==> config.mk <==
export PLATFORM = sky130hd
export DESIGN_NAME = crc8_checked_frame_receiver_core
export DESIGN_NICKNAME = d
export VERILOG_FILES = /design/src/rtl/crc8fr_pkg.sv /design/src/rtl/crc8_checked_frame_receiver_core.sv
export SDC_FILE = /design/constraint.sdc
export NUM_CORES = 1
export LEC_CHECK = 0
export BUFFER_PORTS_ARGS = -buffer_cell sky130_fd_sc_hd__buf_2
export CAP_MARGIN = 40
export CORE_AREA = 10 10 105 107
export CTS_CLUSTER_SIZE = 10
export DETAILED_ROUTE_END_ITERATION = 6
export DIE_AREA = 0 0 115 117
export HOLD_SLACK_MARGIN = 0.15
export MAX_ROUTING_LAYER = met4
export SLEW_MARGIN = 20
export SYNTH_ARGS = -nofsm -noshare
export SYNTH_HDL_FRONTEND = slang
export SYNTH_SLANG_ARGS = --single-unit
export TNS_END_PERCENT = 1
==> constraint.sdc <==
create_clock -name clk -period 4.52 [get_ports clk]
set_clock_uncertainty 0.2 [all_clocks]
set_input_delay 0.678 -clock clk [delete_from_list [all_inputs] [get_ports clk]]
set_output_delay 0.678 -clock clk [all_outputs]
set_load 0.02 [all_outputs]
==> src/rtl/crc8fr_pkg.sv <==
`default_nettype none
// ----------------------------------------------------------------------------
// crc8fr_pkg
// Shared constants and the byte-wide CRC-8 update of the framed receiver.
// ----------------------------------------------------------------------------
package crc8fr_pkg;

    localparam int unsigned FRAME_LEN   = 6;
    localparam int unsigned POS_W       = 3;
    localparam int unsigned BYTE_W      = 8;
    localparam int unsigned PAYLOAD_W   = 40;
    localparam logic [7:0]  CRC_POLY    = 8'h8C;
    localparam logic [2:0]  POS_LAST    = 3'd5;

    // Reflected CRC-8, LSB first, eight bit steps unrolled.
    function automatic logic [7:0] crc8_update(input logic [7:0] crc_in,
                                               input logic [7:0] data_in);
        logic [7:0] crc;
        logic [7:0] data;
        crc  = crc_in;
        data = data_in;
        for (int i = 0; i < 8; i++)
        begin
            if ((crc[0] ^ data[0]) == 1'b1)
            begin
                crc = (crc >> 1) ^ CRC_POLY;
            end
            else
            begin
                crc = crc >> 1;
            end
            data = data >> 1;
        end
        return crc;
    endfunction

endpackage
`default_nettype wire

==> src/rtl/crc8_checked_frame_receiver_core.sv <==
`default_nettype none
// ----------------------------------------------------------------------------
// crc8_checked_frame_receiver_core
// Groups received bytes into six-byte frames and reports each frame with a
// CRC-8 good flag.
// ----------------------------------------------------------------------------
// Usage:
//   Input channel in_valid / in_stall / rx_byte carries one serial byte per
//   transfer, frame bytes in arrival order. Every sixth byte closes a frame:
//   bytes 0..3 form value_x (little-endian, signed), byte 4 is value_y and
//   byte 5 is the check byte. Output channel out_valid / out_stall carries
//   one result per frame with crc_ok set when the CRC over all six bytes is
//   zero; bad frames are still reported, with crc_ok low.
//   Throughput: one byte per cycle. Bytes are captured in an input register
//   and the CRC and frame state are updated on the way to the result
//   register, which offers the result after the frame's last byte advances.
//   When out_stall holds the result register full, the next frame-closing
//   byte waits in the input register and in_stall rises; bytes that do not
//   close a frame still pass. Reset clears the frame position, running CRC
//   and both registers' valid flags: the next byte is byte 0 of a frame.
// ----------------------------------------------------------------------------
module crc8_checked_frame_receiver_core
(
    input  wire                clk,
    input  wire                rst_n,
    input  wire                in_valid,
    output logic               in_stall,
    input  wire         [7:0]  rx_byte,
    output logic               out_valid,
    input  wire                out_stall,
    output logic signed [31:0] value_x,
    output logic        [7:0]  value_y,
    output logic               crc_ok
);

    // input register
    logic                                 s1_valid_reg;
    logic [crc8fr_pkg::BYTE_W-1:0]        s1_byte_reg;

    // frame state
    logic [crc8fr_pkg::POS_W-1:0]         pos_reg;
    logic [crc8fr_pkg::POS_W-1:0]         pos_next;
    logic [7:0]                           crc_reg;
    logic [7:0]                           crc_next;
    logic [7:0]                           crc_upd;
    logic [crc8fr_pkg::PAYLOAD_W-1:0]     payload_reg;
    logic [crc8fr_pkg::PAYLOAD_W-1:0]     payload_next;

    // result register
    logic                                 out_valid_reg;
    logic [31:0]                          x_reg;
    logic [7:0]                           y_reg;
    logic                                 ok_reg;

    logic                                 is_last;
    logic                                 out_free;
    logic                                 advance;
    logic                                 in_xfer;
    logic                                 out_xfer;

    assign is_last  = (pos_reg >= crc8fr_pkg::POS_LAST);
    assign out_free = !out_valid_reg || !out_stall;
    assign advance  = s1_valid_reg && (!is_last || out_free);
    assign in_stall = s1_valid_reg && !advance;
    assign in_xfer  = in_valid && !in_stall;
    assign out_xfer = out_valid_reg && !out_stall;

    assign crc_upd = crc8fr_pkg::crc8_update(crc_reg, s1_byte_reg);

    always_comb
    begin
        pos_next     = pos_reg;
        crc_next     = crc_reg;
        payload_next = payload_reg;
        if (advance)
        begin
            if (is_last)
            begin
                pos_next     = '0;
                crc_next     = '0;
                payload_next = '0;
            end
            else
            begin
                pos_next = pos_reg + 3'd1;
                crc_next = crc_upd;
                case (pos_reg)
                    3'd0:    payload_next[7:0]   = s1_byte_reg;
                    3'd1:    payload_next[15:8]  = s1_byte_reg;
                    3'd2:    payload_next[23:16] = s1_byte_reg;
                    3'd3:    payload_next[31:24] = s1_byte_reg;
                    3'd4:    payload_next[39:32] = s1_byte_reg;
                    default: payload_next        = payload_reg;
                endcase
            end
        end
    end

    always_ff @(posedge clk or negedge rst_n)
    begin
        if (!rst_n)
        begin
            s1_valid_reg  <= 1'b0;
            pos_reg       <= '0;
            crc_reg       <= '0;
            payload_reg   <= '0;
            out_valid_reg <= 1'b0;
        end
        else
        begin
            if (in_xfer)
            begin
                s1_valid_reg <= 1'b1;
            end
            else if (advance)
            begin
                s1_valid_reg <= 1'b0;
            end
            pos_reg     <= pos_next;
            crc_reg     <= crc_next;
            payload_reg <= payload_next;
            if (advance && is_last)
            begin
                out_valid_reg <= 1'b1;
            end
            else if (out_xfer)
            begin
                out_valid_reg <= 1'b0;
            end
        end
    end

    // payload registers, no reset
    always_ff @(posedge clk)
    begin
        if (in_xfer)
        begin
            s1_byte_reg <= rx_byte;
        end
        if (advance && is_last)
        begin
            x_reg  <= payload_reg[31:0];
            y_reg  <= payload_reg[39:32];
            ok_reg <= (crc_upd == 8'h00);
        end
    end

    assign out_valid = out_valid_reg;
    assign value_x   = $signed(x_reg);
    assign value_y   = y_reg;
    assign crc_ok    = ok_reg;

endmodule
`default_nettype wire

[Yosys cells after proc, flatten, opt, wreduce, memory -nomap -nowiden]
Index checks and enable logic that the tools add are counted.
Storage, ports and cells
  bits in registers: 102
  bits in latches: 0
  bits in writable memories: 0
  bits in read-only memories: 0
  input port bits: 12
  output and inout port bits: 43
  word-level logic and storage cells: 81
  memories: 0
Operators by class
  add/sub/neg operators: 1
  multipliers: 0
  divide/modulo/power cells: 0
  $lt $le $gt $ge: 1
  equal/unequal tests: 4
  shift-type cells: 0
  muxes and demuxes: 20
  bitwise logic cells: 16
  reduce and logical (&&, ||, !) cells: 26
Operators with widths (number)
  $mux 8: 14
  $mux 40: 1
  $not 2->3: 8
  $reduce_bool 2->1: 7
  $reduce_and 2->1: 5
  $logic_not 8->1: 1
  $xor 1x1->1: 8
  $eq 3x2->1 const B: 2
  $logic_and 1x1->1: 5
  $logic_not 1->1: 5
  $mux 1: 4
  $add 3x1->3 const B: 1
  $eq 3x1->1 const B: 1
  $eq 3x3->1 const B: 1
  $ge 3x3->1 const B: 1
  $logic_not 3->1: 1
  $mux 3: 1
  $logic_or 1x1->1: 2

[Logic depth before layout (Yosys ltp)]
  word-level depth: 17
  depth in mapped cells: 7
  mapped depth without buffers: 6

[Worst setup path before layout]
OpenSTA, ideal clock, no wires.
  kind: reg-to-reg
  from: register pos_reg[1] (netlist name)
  to: register payload_reg[0] (netlist name)
  setup time: 234 ps
  data arrival time: 3272 ps
  required time: 4086 ps
  setup slack: 814 ps
  cell stages (with the launch flop): 7
  buffers on the path: 1
  period minus slack after synthesis: 3706 ps
  cell sequence: dfrtp_1 > inv_1 > ha_1 > o21ai_2 > clkbuf_1 > nor2_1 > o21ai_0
Between the ends
  word-level cells in the longest chain between the ends: 5
  elaborated cells between the ends (all ways): 8
  classes of those cells: order compare: 1; mux: 1; reduce/logical: 6
RTL lines
  start: declaration: RTL line crc8_checked_frame_receiver_core.sv:41  | logic [crc8fr_pkg::POS_W-1:0] pos_reg;
  start signal: assignment: RTL line crc8_checked_frame_receiver_core.sv:119  | pos_reg <= pos_next;
  $ge 3x3->1: RTL line crc8_checked_frame_receiver_core.sv:61  | assign is_last = (pos_reg >= crc8fr_pkg::POS_LAST);
  $logic_not 1->1: RTL line crc8_checked_frame_receiver_core.sv:63  | assign advance = s1_valid_reg && (!is_last || out_free);
  $logic_or 1x1->1: RTL line crc8_checked_frame_receiver_core.sv:63
  $logic_and 1x1->1: RTL line crc8_checked_frame_receiver_core.sv:63
  $reduce_and 2->1 (no line)
  end signal: assignment: RTL line crc8_checked_frame_receiver_core.sv:121  | payload_reg <= payload_next;
  end: declaration: RTL line crc8_checked_frame_receiver_core.sv:46  | logic [crc8fr_pkg::PAYLOAD_W-1:0] payload_reg;
Several ways; a longest one is shown, not always the timed one.
A chain may end at the register's enable or synchronous reset.

[Worst setup path after layout]
  from: register pos_reg[1] (netlist name)
  to: output port in_stall
Between the ends
  word-level cells in the longest chain between the ends: 6
RTL lines
  $ge 3x3->1: RTL line crc8_checked_frame_receiver_core.sv:61
  $logic_not 1->1: RTL line crc8_checked_frame_receiver_core.sv:63
  $logic_or 1x1->1: RTL line crc8_checked_frame_receiver_core.sv:63
  $logic_and 1x1->1: RTL line crc8_checked_frame_receiver_core.sv:63
  $logic_not 1->1: RTL line crc8_checked_frame_receiver_core.sv:64  | assign in_stall = s1_valid_reg && !advance;
  $logic_and 1x1->1: RTL line crc8_checked_frame_receiver_core.sv:64
  end: declaration: RTL line crc8_checked_frame_receiver_core.sv:27  | output logic in_stall,
Every way passes these cells.

==> flow_summary.toml <==
[run_status]
status = "complete, no violations"

[cts]
cts_tree = "yes"
postCtsSetupBuffers = 0
cts_buffer_depth = 2
cts_resized = 0
clk-insertion-delay-late_ps = 350
clock-sinks = 102
clkTransAtPathRegs_ps = 90
root_buffer = "clkbuf_8"
cts_buffers = 9
cts_hold_buf = 1
h-tree-depth = 3

[yosys]
synth_area_um2 = 3940
syn_area_per_cell_um2 = 15.5
async_reset_ff_share_pct = 52.0
ys_warn_count = 0
ys_types = 38
synthFlopType = "dfrtp_1"
syn_nets = 270
synth_edf_count = 49
syn_inst = 254
synthTopCellsByArea = "edfxtp_1 (37%), dfrtp_1 (34%), mux2_1 (5.4%), nand2_1 (3.0%), xnor2_1 (2.0%)"
post-synth-top-area-cell = "edfxtp_1"
synth.yosys.seq_area_share_pct = 71.0
yosys_register_bits = 102
synth_top_area_share_pct = 37.3

[sta]
setup_tns_ps = 0
setup_slack_ps = 1740
fin_crit_ps = 2780
maxSlewHeadroom_pct = 46.5
rsz0062_at_grt = "false"
hold_violations = 0
fin_crit_sh_pct = 61.6
slew_viol_final = 0
worst_pin_slew_ps = 801
setup_viol = 0
fmax_ghz = 0.359
holdWs_ps = 245

[layout]
largest_reg_flops = 40
n_fill_cell = 772
area_growth_pct = 17.1
final_common_cell = "buf_2"
drive_gt1_share_pct = 26.2
layout_common_cells = "buf_2 (54), dfrtp_1 (53), edfxtp_1 (49)"
final_cells = 436
n_antenna_cell = 0
fin_nets = 336

[critical_path]
path_cells = "inv_1 -> ha_1 -> o21a_1 -> nand2_1 -> nor2_1 -> buf_2"
worstPathMaxFanout = 8
critPathLaunch = "pos_reg[1]"
endpoint_kind = "primary output"
crit_required_ps = 3640
crit_slowest_cell = "dfrtp_1"
cp.arrival_ps = 1910
critPathLaunchType = "flip-flop"
max_stage_delay_ps = 470
worstSetupPathType = "flip-flop to primary output"
reg2reg_from = "pos_reg[1]"

[power_and_ir_drop]
power.net_switching_uw = 946
power_density_nw_per_um2 = 646
power_leakage_uw = 0.00194
irDropWorstVdd_uv = 204
p_clk_share_pct = 18.8
p_sw_share_pct = 31.7
p_int_uw = 2040
finalPower_uw = 2980
seq_power_share_pct = 49.2
pwr-share-comb_pct = 32.0

[global_routing]
grt-ovfl-total = 0
grt_pass1_vias = 2255
grt_max_degree = 29
grt_pass1_wl_um = 12300
grt.total_usage_pct = 11.9
antenna_found_initial = 0

[floorplanning]
die_w_um = 115
boundaryPins = 55
dieArea_um2 = 13500
start_util_pct = 43.7
fp.dieH_um = 117
rows = 35
coreArea_um2 = 9020

[route]
wirelength_um = 7390
ant_nets = 0
first_pass_iters = 5
wire_per_inst_um = 16.9
wl_met1_um = 3310
drc = 0
met3_length_um = 390
highest_layer = "met4"
via_count = 2177
drtIter0Drc = 148
viasPerCell = 4.99
wl_met2_um = 3630

[placed_design]
gp_congestion = 0.788
io_buffers = 54
place_ws_ps = 1860
hpwlAfterDp_um = 5360
dp.cells = 418

[min_path]
worstHoldStart = "payload_reg[39]"
hp-class = "flip-flop to flip-flop"

[flow_run]
maxCapViolCount = 0
## through the flow
step	cell area [um2]	utilization, %
floorplan	3940	-
global placement	4350	48.2
detailed placement	4400	48.8
CTS	4610	51.1
global route	4620	51.2
finish	4620	51.2
## power by group through the flow
| stage | Sequential, uW | Combinational (uW) | Clock (uW) |
|---|---|---|---|
| 2_1_floorplan | 1510 | 687 | 0 |
| 5_1_grt | 1510 | 1070 | 615 |
| 4_1_cts | 1470 | 968 | 576 |
| 3_3_place_gp | 1480 | 929 | 0 |
| 6_report | 1470 | 955 | 562 |
| 3_5_place_dp | 1490 | 962 | 0 |
## synth_stat cells (2+ instances only)
library cell	instances
nand3_1	3
o21ai_0	11
xnor2_1	9
mux2_1	19
a22o_1	8
o311ai_1	2
xnor2_2	3
xor2_1	5
o21ai_1	8
o21a_1	2
edfxtp_1	49
nand2_1	32
inv_1	4
clkbuf_1	2
nor2_1	6
ha_1	4
and3_1	3
o22ai_1	2
and2_1	6
dfrtp_1	53
mux2_2	5
xor3_1	2
## critical path: cells and delay by family (launching register included)
| kind | cells | cell delay, ps |
|---|---|---|
| adders and majority gates | 1 | 240 |
| AOI/OAI and AO/OA | 1 | 210 |
| buffers and inverters | 2 | 360 |
| DFF | 1 | 470 |
| and+or+nand+nor | 2 | 280 |
## layout make-up
cell class / count / area [um2] / share of cell area [%]
Multi-Input combinational cell: 144 / 1120 / 24.2
Timing Repair Buffer: 59 / 350 / 7.59
Clock buffer: 13 / 149 / 3.23
Tap cell: 111 / 139 / 3.01
Sequential cell: 102 / 2800 / 60.6
Inverter: 4 / 15.0 / 0.325
Clock inverter: 3 / 46.3 / 1.00
## path summary, 6_finish.rpt
kind | slack (ps) | cells past startpoint | end
worst min register to register | 240 | 0 | value_y[7]
min in group asynchronous | 650 | 2 | payload_reg[35]
worst min-delay path | 240 | 0 | value_y[7]
worst max register to register | 1870 | 6 | payload_reg[23]
worst max-delay path | 1740 | 6 | in_stall
max in group asynchronous | 2670 | 3 | pos_reg[2]
## metal layers
layer | global-route usage, % | up-vias
li1 | - | 1046
met1 | 15.1 | 1086
met2 | 18.1 | 41
met3 | 3.72 | 4
met4 | 3.55 | 0
met5 | - | -
## kinds of logic after synthesis
group	count (synthesis)	synth area share (%)
AO/OA/AOI/OAI	35	5.81
XOR/XNOR	22	7.15
adder cells (fa/ha/maj)	4	1.27
buffers and inverters	8	0.794
flip-flops	102	71.0
multiplexers	25	7.11
AND/OR/NAND/NOR	58	6.86
Power figures use the tool's default switching activity.
